`src/sv/deq_pkg.sv`:
```
`timescale 1ns / 1ps
// Package for the double-ended queue with positional insert.
// Holds sizes, command/status/state codes, the memory request struct and ring index helpers.
// No dependencies.
package deq_pkg;

    // Ring size and derived widths
    localparam int CAPACITY = 16;
    localparam int IDX_W    = (CAPACITY > 1) ? $clog2(CAPACITY) : 1;
    localparam int CNT_W    = $clog2(CAPACITY + 1);

    // Fixed field widths
    localparam int DATA_W   = 32;
    localparam int POS_W    = 5;
    localparam int CMD_W    = 3;
    localparam int STATUS_W = 2;
    localparam int COUNT_W  = 5;
    localparam int CMP_W    = (POS_W > CNT_W) ? POS_W : CNT_W;

    // Stream packing widths
    localparam int IN_TDATA_W  = 40;
    localparam int OUT_TDATA_W = 72;

    localparam logic [DATA_W-1:0] EMPTY_VALUE = '1;

    typedef enum logic [CMD_W-1:0] {
        CMD_PUSH_FRONT = 3'd0,
        CMD_PUSH_BACK  = 3'd1,
        CMD_POP_FRONT  = 3'd2,
        CMD_POP_BACK   = 3'd3,
        CMD_INSERT     = 3'd4,
        CMD_QUERY      = 3'd5
    } t_cmd;

    typedef enum logic [STATUS_W-1:0] {
        ST_OK      = 2'd0,
        ST_EMPTY   = 2'd1,
        ST_INVALID = 2'd2,
        ST_FULL    = 2'd3
    } t_status;

    typedef enum logic [2:0] {
        S_IDLE,
        S_EXEC,
        S_POP_WAIT,
        S_SHIFT,
        S_PLACE,
        S_HOLD
    } t_state;

    // One write port and one read port per cycle
    typedef struct packed {
        logic              we;
        logic [IDX_W-1:0]  waddr;
        logic [DATA_W-1:0] wdata;
        logic              re;
        logic [IDX_W-1:0]  raddr;
    } t_mem_req;

    // Slot of an entry at offset from the head, wrapping around the ring
    function automatic logic [IDX_W-1:0] slot_of(input logic [IDX_W-1:0] head,
                                                  input logic [IDX_W-1:0] off);
        logic [IDX_W:0] sum;
        sum = {1'b0, head} + {1'b0, off};
        if (sum >= (IDX_W+1)'(CAPACITY)) begin
            sum = sum - (IDX_W+1)'(CAPACITY);
        end
        return sum[IDX_W-1:0];
    endfunction

    // Slot just ahead of the head
    function automatic logic [IDX_W-1:0] slot_dec(input logic [IDX_W-1:0] head);
        logic [IDX_W-1:0] res;
        if (head == '0) begin
            res = IDX_W'(CAPACITY - 1);
        end else begin
            res = head - 1'b1;
        end
        return res;
    endfunction

endpackage

```
`src/sv/deq_ram.sv`:
```
`timescale 1ns / 1ps
// Entry store of the queue: one write port, one read port, registered read data.
// Depends on deq_pkg.
module deq_ram (
    input  logic                     i_clk,
    input  deq_pkg::t_mem_req        i_req,
    output logic [deq_pkg::DATA_W-1:0] o_rd_data
);
    import deq_pkg::*;

    logic [DATA_W-1:0] r_mem [CAPACITY];
    logic [DATA_W-1:0] r_rd_data;

    // Write port
    always_ff @(posedge i_clk) begin
        if (i_req.we) begin
            r_mem[i_req.waddr] <= i_req.wdata;
        end
    end

    // Read port, registered read data
    always_ff @(posedge i_clk) begin
        if (i_req.re) begin
            r_rd_data <= r_mem[i_req.raddr];
        end
    end

    assign o_rd_data = r_rd_data;

endmodule

```
`src/sv/deq_ctrl.sv`:
```
`timescale 1ns / 1ps
// Command sequencer of the queue: head/count, cached end values, insert shift loop,
// and the result register. Depends on deq_pkg; drives the deq_ram request.
module deq_ctrl (
    input  logic                          i_clk,
    input  logic                          i_rst_n,
    input  logic                          i_in_valid,
    output logic                          o_in_ready,
    input  logic [deq_pkg::CMD_W-1:0]     i_cmd,
    input  logic [deq_pkg::DATA_W-1:0]    i_value,
    input  logic [deq_pkg::POS_W-1:0]     i_position,
    output deq_pkg::t_mem_req             o_mem_req,
    input  logic [deq_pkg::DATA_W-1:0]    i_mem_rd_data,
    output logic                          o_out_valid,
    input  logic                          i_out_ready,
    output logic [deq_pkg::STATUS_W-1:0]  o_status,
    output logic [deq_pkg::DATA_W-1:0]    o_front,
    output logic [deq_pkg::DATA_W-1:0]    o_back,
    output logic [deq_pkg::COUNT_W-1:0]   o_count
);
    import deq_pkg::*;

    t_state            r_state, n_state;
    logic [IDX_W-1:0]  r_head, n_head;
    logic [CNT_W-1:0]  r_count, n_count;
    logic [DATA_W-1:0] r_front, n_front;
    logic [DATA_W-1:0] r_back, n_back;
    t_status           r_status, n_status;
    t_cmd              r_cmd;
    logic [DATA_W-1:0] r_value;
    logic [POS_W-1:0]  r_pos;
    logic [CNT_W-1:0]  r_idx, n_idx;

    logic              r_out_valid;
    t_status           r_out_status;
    logic [DATA_W-1:0] r_out_front;
    logic [DATA_W-1:0] r_out_back;
    logic [COUNT_W-1:0] r_out_count;

    logic              accept;
    logic              finish;
    logic              out_free;
    logic              publish;
    logic              is_full;
    logic              is_empty;
    logic              do_push_front;
    logic              do_push_back;
    logic [CMP_W-1:0]  pos_ext;
    logic [CMP_W-1:0]  cnt_ext;
    logic [CMP_W-1:0]  idx_prev_ext;
    logic [CNT_W-1:0]  idx_prev;
    t_mem_req          mem_req;

    assign out_free     = !r_out_valid || i_out_ready;
    assign is_full      = (r_count == CNT_W'(CAPACITY));
    assign is_empty     = (r_count == '0);
    assign pos_ext      = CMP_W'(r_pos);
    assign cnt_ext      = CMP_W'(r_count);
    assign idx_prev     = r_idx - 1'b1;
    assign idx_prev_ext = CMP_W'(idx_prev);
    assign o_in_ready   = (r_state == S_IDLE);
    assign accept       = i_in_valid && o_in_ready;

    // Control state
    always_ff @(posedge i_clk) begin
        if (!i_rst_n) begin
            r_state  <= S_IDLE;
            r_head   <= '0;
            r_count  <= '0;
            r_status <= ST_OK;
        end else begin
            r_state  <= n_state;
            r_head   <= n_head;
            r_count  <= n_count;
            r_status <= n_status;
        end
    end

    // Cached end values, command latch and shift index
    always_ff @(posedge i_clk) begin
        r_front <= n_front;
        r_back  <= n_back;
        r_idx   <= n_idx;
        if (accept) begin
            r_cmd   <= t_cmd'(i_cmd);
            r_value <= i_value;
            r_pos   <= i_position;
        end
    end

    // Next state, memory requests and completion
    always_comb begin
        n_state       = r_state;
        n_head        = r_head;
        n_count       = r_count;
        n_front       = r_front;
        n_back        = r_back;
        n_status      = r_status;
        n_idx         = r_idx;
        finish        = 1'b0;
        do_push_front = 1'b0;
        do_push_back  = 1'b0;
        mem_req       = '0;

        unique case (r_state)
            S_IDLE: begin
                if (i_in_valid) begin
                    n_state = S_EXEC;
                end
            end

            S_EXEC: begin
                n_status = ST_OK;
                unique case (r_cmd)
                    CMD_PUSH_FRONT: begin
                        if (is_full) begin
                            n_status = ST_FULL;
                        end else begin
                            do_push_front = 1'b1;
                        end
                        finish = 1'b1;
                    end
                    CMD_PUSH_BACK: begin
                        if (is_full) begin
                            n_status = ST_FULL;
                        end else begin
                            do_push_back = 1'b1;
                        end
                        finish = 1'b1;
                    end
                    CMD_POP_FRONT: begin
                        if (is_empty) begin
                            n_status = ST_EMPTY;
                            finish   = 1'b1;
                        end else begin
                            n_head  = slot_of(r_head, IDX_W'(1));
                            n_count = r_count - 1'b1;
                            if (r_count == CNT_W'(1)) begin
                                finish = 1'b1;
                            end else begin
                                // new front sits one slot behind the old one
                                mem_req.re    = 1'b1;
                                mem_req.raddr = slot_of(r_head, IDX_W'(1));
                                n_state       = S_POP_WAIT;
                            end
                        end
                    end
                    CMD_POP_BACK: begin
                        if (is_empty) begin
                            n_status = ST_EMPTY;
                            finish   = 1'b1;
                        end else begin
                            n_count = r_count - 1'b1;
                            if (r_count == CNT_W'(1)) begin
                                finish = 1'b1;
                            end else begin
                                mem_req.re    = 1'b1;
                                mem_req.raddr = slot_of(r_head, IDX_W'(r_count - CNT_W'(2)));
                                n_state       = S_POP_WAIT;
                            end
                        end
                    end
                    CMD_INSERT: begin
                        if (pos_ext > cnt_ext) begin
                            n_status = ST_INVALID;
                            finish   = 1'b1;
                        end else if (is_full) begin
                            n_status = ST_FULL;
                            finish   = 1'b1;
                        end else if (pos_ext == '0) begin
                            do_push_front = 1'b1;
                            finish        = 1'b1;
                        end else if (pos_ext == cnt_ext) begin
                            do_push_back = 1'b1;
                            finish       = 1'b1;
                        end else begin
                            // start moving entries back, last one first
                            mem_req.re    = 1'b1;
                            mem_req.raddr = slot_of(r_head, IDX_W'(r_count - 1'b1));
                            n_idx         = r_count;
                            n_state       = S_SHIFT;
                        end
                    end
                    default: begin
                        finish = 1'b1;
                    end
                endcase

                if (do_push_front) begin
                    n_head        = slot_dec(r_head);
                    n_count       = r_count + 1'b1;
                    n_front       = r_value;
                    mem_req.we    = 1'b1;
                    mem_req.waddr = slot_dec(r_head);
                    mem_req.wdata = r_value;
                    if (is_empty) begin
                        n_back = r_value;
                    end
                end
                if (do_push_back) begin
                    n_count       = r_count + 1'b1;
                    n_back        = r_value;
                    mem_req.we    = 1'b1;
                    mem_req.waddr = slot_of(r_head, IDX_W'(r_count));
                    mem_req.wdata = r_value;
                    if (is_empty) begin
                        n_front = r_value;
                    end
                end
            end

            S_POP_WAIT: begin
                if (r_cmd == CMD_POP_FRONT) begin
                    n_front = i_mem_rd_data;
                end else begin
                    n_back = i_mem_rd_data;
                end
                finish = 1'b1;
            end

            // Read of offset idx-1 landed: write it to offset idx
            S_SHIFT: begin
                mem_req.we    = 1'b1;
                mem_req.waddr = slot_of(r_head, IDX_W'(r_idx));
                mem_req.wdata = i_mem_rd_data;
                if (idx_prev_ext > pos_ext) begin
                    mem_req.re    = 1'b1;
                    mem_req.raddr = slot_of(r_head, IDX_W'(idx_prev - 1'b1));
                    n_idx         = idx_prev;
                end else begin
                    n_state = S_PLACE;
                end
            end

            S_PLACE: begin
                mem_req.we    = 1'b1;
                mem_req.waddr = slot_of(r_head, IDX_W'(r_pos));
                mem_req.wdata = r_value;
                n_count       = r_count + 1'b1;
                finish        = 1'b1;
            end

            S_HOLD: begin
                if (out_free) begin
                    n_state = S_IDLE;
                end
            end

            default: begin
                n_state = S_IDLE;
            end
        endcase

        if (finish) begin
            n_state = out_free ? S_IDLE : S_HOLD;
        end
    end

    assign publish   = out_free && (finish || (r_state == S_HOLD));
    assign o_mem_req = mem_req;

    // Result register
    always_ff @(posedge i_clk) begin
        if (!i_rst_n) begin
            r_out_valid <= 1'b0;
        end else if (publish) begin
            r_out_valid <= 1'b1;
        end else if (i_out_ready) begin
            r_out_valid <= 1'b0;
        end
    end

    always_ff @(posedge i_clk) begin
        if (publish) begin
            r_out_status <= n_status;
            r_out_count  <= COUNT_W'(n_count);
            r_out_front  <= (n_count == '0) ? EMPTY_VALUE : n_front;
            r_out_back   <= (n_count == '0) ? EMPTY_VALUE : n_back;
        end
    end

    assign o_out_valid = r_out_valid;
    assign o_status    = r_out_status;
    assign o_front     = r_out_front;
    assign o_back      = r_out_back;
    assign o_count     = r_out_count;

endmodule

```
`src/sv/deque_with_positional_insert.sv`:
```
`timescale 1ns / 1ps
// From input accept to result valid: push, query, failed commands and a pop that empties
// the queue finish in S_EXEC; a pop that leaves entries adds S_POP_WAIT (one memory read);
// an inner insert passes S_SHIFT (one entry moved per cycle through the single RAM port pair), then S_PLACE.
// One command at a time; the next input is taken while a result waits in the output register.
// Reset (synchronous, active low) empties the queue and drops any pending result; the entry
// RAM is not cleared, only written slots are ever read.
module deque_with_positional_insert (
    input  logic                            i_clk,
    input  logic                            i_rst_n,
    input  logic                            s_axis_tvalid,
    output logic                            s_axis_tready,
    input  logic [deq_pkg::IN_TDATA_W-1:0]  s_axis_tdata,  // value[31:0], position[36:32]
    input  logic [deq_pkg::CMD_W-1:0]       s_axis_tuser,  // cmd[2:0]
    output logic                            m_axis_tvalid,
    input  logic                            m_axis_tready,
    output logic [deq_pkg::OUT_TDATA_W-1:0] m_axis_tdata,  // front[31:0], back[63:32], count[68:64]
    output logic [deq_pkg::STATUS_W-1:0]    m_axis_tuser   // status[1:0]
);
    import deq_pkg::*;

    t_mem_req           mem_req;
    logic [DATA_W-1:0]  mem_rd_data;
    logic [DATA_W-1:0]  out_front;
    logic [DATA_W-1:0]  out_back;
    logic [COUNT_W-1:0] out_count;

    // Sequencer
    deq_ctrl u_ctrl (
        .i_clk         (i_clk),
        .i_rst_n       (i_rst_n),
        .i_in_valid    (s_axis_tvalid),
        .o_in_ready    (s_axis_tready),
        .i_cmd         (s_axis_tuser),
        .i_value       (s_axis_tdata[DATA_W-1:0]),
        .i_position    (s_axis_tdata[DATA_W +: POS_W]),
        .o_mem_req     (mem_req),
        .i_mem_rd_data (mem_rd_data),
        .o_out_valid   (m_axis_tvalid),
        .i_out_ready   (m_axis_tready),
        .o_status      (m_axis_tuser),
        .o_front       (out_front),
        .o_back        (out_back),
        .o_count       (out_count)
    );

    // Entry store
    deq_ram u_ram (
        .i_clk     (i_clk),
        .i_req     (mem_req),
        .o_rd_data (mem_rd_data)
    );

    // Result packing, zero padded to whole bytes
    assign m_axis_tdata = {(OUT_TDATA_W - 2*DATA_W - COUNT_W)'(0), out_count, out_back, out_front};

endmodule

```
`config.mk`:
```
export PLATFORM = sky130hd
export DESIGN_NAME = deque_with_positional_insert
export DESIGN_NICKNAME = d
export VERILOG_FILES = /design/src/sv/deq_pkg.sv /design/src/sv/deq_ram.sv /design/src/sv/deq_ctrl.sv /design/src/sv/deque_with_positional_insert.sv
export SDC_FILE = /design/constraint.sdc
export NUM_CORES = 1
export LEC_CHECK = 0
export BUFFER_PORTS_ARGS = -buffer_cell sky130_fd_sc_hd__buf_2
export CAP_MARGIN = 20
export CORE_MARGIN = 2
export CORE_UTILIZATION = 58
export DETAILED_ROUTE_END_ITERATION = 6
export GPL_ROUTABILITY_DRIVEN = 0
export PLACE_DENSITY_LB_ADDON = 0.12
export SLEW_MARGIN = 10
export SYNTH_ARGS = -nofsm -noshare
export SYNTH_HDL_FRONTEND = slang
export SYNTH_SLANG_ARGS = --single-unit
```
`constraint.sdc`:
```
create_clock -name i_clk -period 6.2 [get_ports i_clk]
set_clock_uncertainty 0.1 [all_clocks]
set_input_delay 1.24 -clock i_clk [delete_from_list [all_inputs] [get_ports i_clk]]
set_output_delay 1.24 -clock i_clk [all_outputs]
set_load 0.005 [all_outputs]
```
==> out/qor.csv, run 1 <==
metric;value;unit
final_layout_size_suffix_gt1_share;13.51;%
fp.dieW;233.7;um
die_h;233.7;um
io_pins;123;
drv_cap;0;
fill_cells;3672;
fp-row-count;84;
ant_nets;0;
crit_buf_inv;2;
routedWlPerCell;23.84;um
cp_cell_sequence;inv_1 -> ha_1 -> and4bb_2 -> nor3_1 -> nand2_1 -> o32ai_1 -> a221o_1 -> nand2_1 -> nor2_4 -> buf_12;
htreeDepth;3;
postSynthRegisterBits;739;
dieArea;0.05461;mm^2
multiInputGateArea;0.008655;mm^2
whs;0.3378;ns
wl_met3;6.426;mm
clock_latency;0.61;ns
cts_resized;0;
p_per_area;358.8;mW/mm^2
synth_flop_cell;edfxtp_1;
dp_hpwl;44.88;mm
postCtsHoldBufs;0;
overflow;0;
firstDrtPassIters;5;
via_count;19920;
place_area;0.03219;mm^2
synth_edf_count;660;
ys_seq_area_share;69.94;%
grt_pass1_wl;112.8;mm
worst_pin_slew;1.004;ns
layout_min_cycle_time;4.959;ns
ir_drop;0.2421;mV
p_leak;12.46;nW
finalSetupTns;0;ns
place_ws;1.278;ns
rsz0062_at_grt;false;
path_max_fanout;17;
yosysTopAreaCell;edfxtp_1;
drt_iter0_drc;2264;
numCtsBuffers;75;
synth_area;0.03060;mm^2
setup_slack;1.241;ns
track_usage;27.46;%
avgSynthCellArea;13.22;um^2
yosysWarnings;0;
tritoncts;built;
postCtsSetupBuffers;0;
maxSlewHeadroom;33.10;%
startpoint_type;register;
synthTopCellsByArea;edfxtp_1, nand2_1, dfxtp_1;
fmaxAchievable;0.2017;GHz
grt_max_degree;109;
grt_pass1_vias;18820;
netlist.area_leader.share;64.77;%
cp_data_arrival_time;5.16;ns
finalInstanceArea;0.03461;mm^2
power;12.42;mW
wirelength;75.06;mm
antenna_found_initial;0;
period_share;79.98;%
cts_sinks;739;
wl_met1;32.72;mm
viasPerCell;6.328;
port_buffers;116;
highest_layer;met4;
ff_latch_area;0.02140;mm^2
fin_cells;3148;
drc;0;
critPathTopFamily;simple AND/OR/NAND/NOR gates;
start_util;58.46;%
nets;2488;
cp.required;6.40;ns
yosysUniqueCellTypes;76;
ys_async_sr_fraction;0;%
critPathKind;reg2reg;
cp-end-kind;register;
dp_cells;3009;
clkTransAtPathRegs;0.07;ns
synthToLayoutAreaGrowth;13.13;%
status;completed;
crit_slowest_cell;nor2_4;
dr_wl_met2;34.46;mm
cts-root-buf;clkbuf_16;
hold_class;reg2reg;
cp_common_cell;nand2_1;
syn_inst;2315;
postLayoutCoreUtil;66.13;%
final-hold-violation-count;0;
coreArea;0.05234;mm^2
slowest_delay;0.68;ns
setup_viol;0;
cts_max_path_buffers;3;
slew_viol_final;0;
cell usage in the layout (no fill, tap or decap), types with 21 or more instances in the layout:
cell and n:
clkbuf_16 76, and3_1 35, a311oi_1 33, a21o_1 38, dfxtp_1 79, a211o_1 34
edfxtp_1 660, o22ai_1 33, a22o_1 32, buf_12 21, nand2_1 485, nand2b_1 40
a21oi_1 181, a32o_1 63, mux2i_1 37, a22oi_1 33, a32oi_1 34, ha_1 36
buf_2 116, inv_1 29, buf_4 27, o21ai_0 59, nand3_1 23
layout make-up:
| type | instances | area share, % |
|---|---|---|
| clock buffers | 95 | 5.845 |
| inverters | 29 | 0.3145 |
| clock inverters | 40 | 1.034 |
| flip-flops and latches | 739 | 61.83 |
| diodes | 2 | 0.01446 |
| repair buffers | 164 | 3.477 |
| well taps | 688 | 2.487 |
| multi-input cells | 1391 | 25.00 |
cells in the mapped netlist (34+ instances only):
cell / n
o21ai_0: 59
clkbuf_1: 126
nand2_1: 485
ha_1: 36
a32o_1: 63
and3_1: 35
a21o_1: 38
dfxtp_1: 79
nand2b_1: 40
nor2_1: 37
edfxtp_1: 660
a211o_1: 34
a32oi_1: 34
a21oi_1: 182
mux2i_1: 37
metal layers:
layer | up-vias | track usage, %
met2 | 919 | 42.35
met1 | 9960 | 41.21
met4 | 0 | 6.685
met5 | - | 0
li1 | 8926 | -
met3 | 116 | 4.285
cells by family after synthesis:
kind of cell / Yosys count / synth area share [%]
flops: 739 / 69.94
simple gates: 689 / 9.990
compound gates: 592 / 13.66
buf+inv: 187 / 2.539
fa+ha+maj: 41 / 1.799
mux: 39 / 1.284
xor+xnor: 27 / 0.7729
other cells: 1 / 0.01226
power by group:
| part | total (mW) | internal (mW) | switching [mW] |
|---|---|---|---|
| registers | 6.24 | 6.03 | 0.210 |
| clock network | 4.41 | 2.56 | 1.85 |
| logic | 1.77 | 0.659 | 1.11 |
| total | 12.4 | 9.25 | 3.17 |
path summary, 6_finish.rpt:
path	from	end	cells after the start	slack [ns]
worst min-delay path	u_ctrl.r_back[19]	u_ctrl.r_back[19]	2	0.34
worst max-delay path	u_ctrl.cnt_ext[1]	u_ram.r_mem[13][24]	10	1.24
worst min register to register	u_ctrl.r_back[19]	u_ctrl.r_back[19]	2	0.34
worst max register to register	u_ctrl.cnt_ext[1]	u_ram.r_mem[13][24]	10	1.24
worst reg2reg max path: stages, from the launching register on:
cell	delay [ns]
dfxtp_1	0.62
inv_1	0.29
ha_1	0.29
and4bb_2	0.30
nor3_1	0.67
nand2_1	0.36
o32ai_1	0.54
a221o_1	0.26
nand2_1	0.22
nor2_4	0.68
buf_12	0.30
registers in the layout, summed over array words and instances, names as in the netlist:
signal	count
u_ram.r_mem	512
u_ctrl.r_state	3
u_ram.o_rd_data	32
u_ctrl.cnt_ext	5
u_ctrl.r_status	2
u_ctrl.pos_ext	5
u_ctrl.r_cmd	3
u_ctrl.r_value	32
u_ctrl.o_count	5
u_ctrl.o_back	32
u_ctrl.r_front	32
u_ctrl.o_status	2
u_ctrl.r_idx	5
u_ctrl.r_head	4
u_ctrl.r_back	32
u_ctrl.o_front	32
u_ctrl.o_out_valid	1
Note: power is estimated with default switching activity, not from simulation.
==> run 2, diff against run 1 <==
==> constraint.sdc (replaced) <==
create_clock -name i_clk -period 5.1 [get_ports i_clk]
set_clock_uncertainty 0.1 [all_clocks]
set_input_delay 1.02 -clock i_clk [delete_from_list [all_inputs] [get_ports i_clk]]
set_output_delay 1.02 -clock i_clk [all_outputs]
set_load 0.005 [all_outputs]
==> out/qor.csv, run 2 (synthesized netlist as in run 1, its figures left out) <==
metric;value;unit;change
status;completed;;
clkTransAtPathRegs;0.07;ns;about the same
fmaxAchievable;0.2200;GHz;+9.1%
wirelength;75.69;mm;+0.83%
power.share.switching;25.56;%;about the same
htreeDepth;3;;unchanged
p_int;11.22;mW;+21%
dp_hpwl;43.15;mm;-3.8%
antenna_found_initial;1;;+1
die_h;233.7;um;unchanged
critPathKind;reg2reg;;
nets;2503;;+0.60%
regMostFlops;u_ram.r_mem;;
ant_nets;0;;unchanged
setup_viol;0;;unchanged
hold_class;reg2reg;;
drv_cap;0;;unchanged
routedWlPerCell;23.94;um;+0.42%
clock_latency;0.62;ns;about the same
io_pins;123;;unchanged
p_comb_share;14.2;%;about the same
place_ws;0.7544;ns;-0.5233 ns
layout_common_cells;edfxtp_1, nand2_1, a21oi_1, buf_2, dfxtp_1;;
cts-root-buf;clkbuf_16;;
ir_drop;0.3894;mV;+61%
grt_max_degree;106;;-2.8%
period_share;89.14;%;+9.2 points
cts_max_path_buffers;3;;unchanged
fp.dieW;233.7;um;unchanged
synthToLayoutAreaGrowth;13.64;%;
layout_min_cycle_time;4.546;ns;-0.4129 ns
p_per_area;433.3;mW/mm^2;+21%
firstDrtPassIters;5;;unchanged
cp.required;5.48;ns;-0.92 ns
dieArea;0.05461;mm^2;unchanged
slew_viol_final;0;;unchanged
tritoncts;built;;
fp-row-count;84;;unchanged
port_buffers;116;;unchanged
postCtsSetupBuffers;0;;unchanged
track_usage;27.74;%;+0.28 points
layout_commonest_cell;edfxtp_1;;
worst_pin_slew;0.9582;ns;-0.04533 ns
viasPerCell;6.315;;-0.21%
drc;0;;unchanged
coreArea;0.05234;mm^2;unchanged
p_leak;12.55;nW;+0.74%
final_layout_size_suffix_gt1_share;14.03;%;+0.52 points
numCtsBuffers;75;;unchanged
cp-end-kind;register;;
cts_resized;0;;unchanged
final-hold-violation-count;0;;unchanged
via_count;19960;;+0.20%
drt_iter0_drc;2236;;-1.2%
path_max_fanout;26;;+9
p_sw;3.850;mW;+21%
cts_sinks;739;;unchanged
clkPwrFrac;35.5;%;about the same
startpoint_type;register;;
whs;0.3375;ns;-0.0002140 ns
overflow;0;;unchanged
n_antenna_cell;0;;-2
dp_cells;3025;;+0.53%
grt_pass1_wl;112.6;mm;-0.13%
cp_data_arrival_time;4.92;ns;-0.24 ns
rsz0062_at_grt;false;;
postCtsHoldBufs;0;;unchanged
p_seq_share;50.3;%;about the same
setup_slack;0.5539;ns;-0.6871 ns
fin_cells;3161;;+0.41%
grt_pass1_vias;18780;;-0.21%
largest_reg_flops;512;;unchanged
finalSetupTns;0;ns;unchanged
power;15.07;mW;+21%
maxSlewHeadroom;36.12;%;+3.0 points
start_util;58.46;%;unchanged
## run 2: changes by cell type in the layout (fill, tap and decap cells not counted), sizes merged
cell      change
buf          +15
clkbuf        -2
diode         -2
clkinv        +1
clkinvlp      +1
## run 2: path summary, 6_finish.rpt
kind | from | end | slack [ns] | depth (start not counted)
setup reg to reg | u_ctrl.r_idx[0] | u_ram.o_rd_data[12] | 0.55 | 12
hold / removal | u_ctrl.r_back[19] | u_ctrl.r_back[19] | 0.34 | 2
setup / recovery | u_ctrl.r_idx[0] | u_ram.o_rd_data[12] | 0.55 | 12
hold reg to reg | u_ctrl.r_back[19] | u_ctrl.r_back[19] | 0.34 | 2
## run 2: layer usage
| layer | vias to the layer above | wire [um] | GRT usage (%) |
|---|---|---|---|
| met5 | - | 0 | 0 |
| met4 | 0 | 1704 | 8.604 |
| met1 | 9905 | 31600 | 39.54 |
| met2 | 977 | 34810 | 42.56 |
| met3 | 133 | 7580 | 6.567 |
| li1 | 8946 | - | - |
## run 2: critical path, cell delays in order, from the launching register on
cell,delay [ns]
edfxtp_1,0.54
inv_1,0.11
ha_1,0.23
xnor2_1,0.32
inv_1,0.09
ha_1,0.32
a21oi_1,0.15
a21oi_1,0.09
o21ai_0,0.54
nor2_1,0.29
nor3_2,0.83
buf_4,0.57
a211o_1,0.21
## run 2: cell type report
| class | count | area [um^2] |
|---|---|---|
| sequential | 739 | 21400 |
| fill | 3720 | 17570 |
| multi-input combinational | 1391 | 8655 |
| clock buffer | 93 | 1984 |
| tap | 688 | 860.8 |
| clock inverter | 42 | 396.6 |
| timing repair buffer | 179 | 1366 |
| inverter | 29 | 108.9 |
## run 2: per-stage QoR
| stage | cell area, um^2 | util, % |
|---|---|---|
| final | 34770 | 66.43 |
| after detailed placement | 32370 | 61.85 |
| after global routing | 34770 | 66.43 |
| after global placement | 32370 | 61.85 |
| after floorplan | 30610 | - |
| after CTS | 34750 | 66.40 |
## run 2: power groups by stage
| stage | logic, mW | clock network (mW) | registers (mW) |
|---|---|---|---|
| after detailed placement | 2.12 | 0 | 7.69 |
| final | 2.14 | 5.35 | 7.58 |
| after global routing | 2.38 | 5.65 | 7.62 |
| after CTS | 2.13 | 5.40 | 7.57 |
| after global placement | 2.05 | 0 | 7.67 |
| after floorplan | 1.47 | 0 | 7.64 |
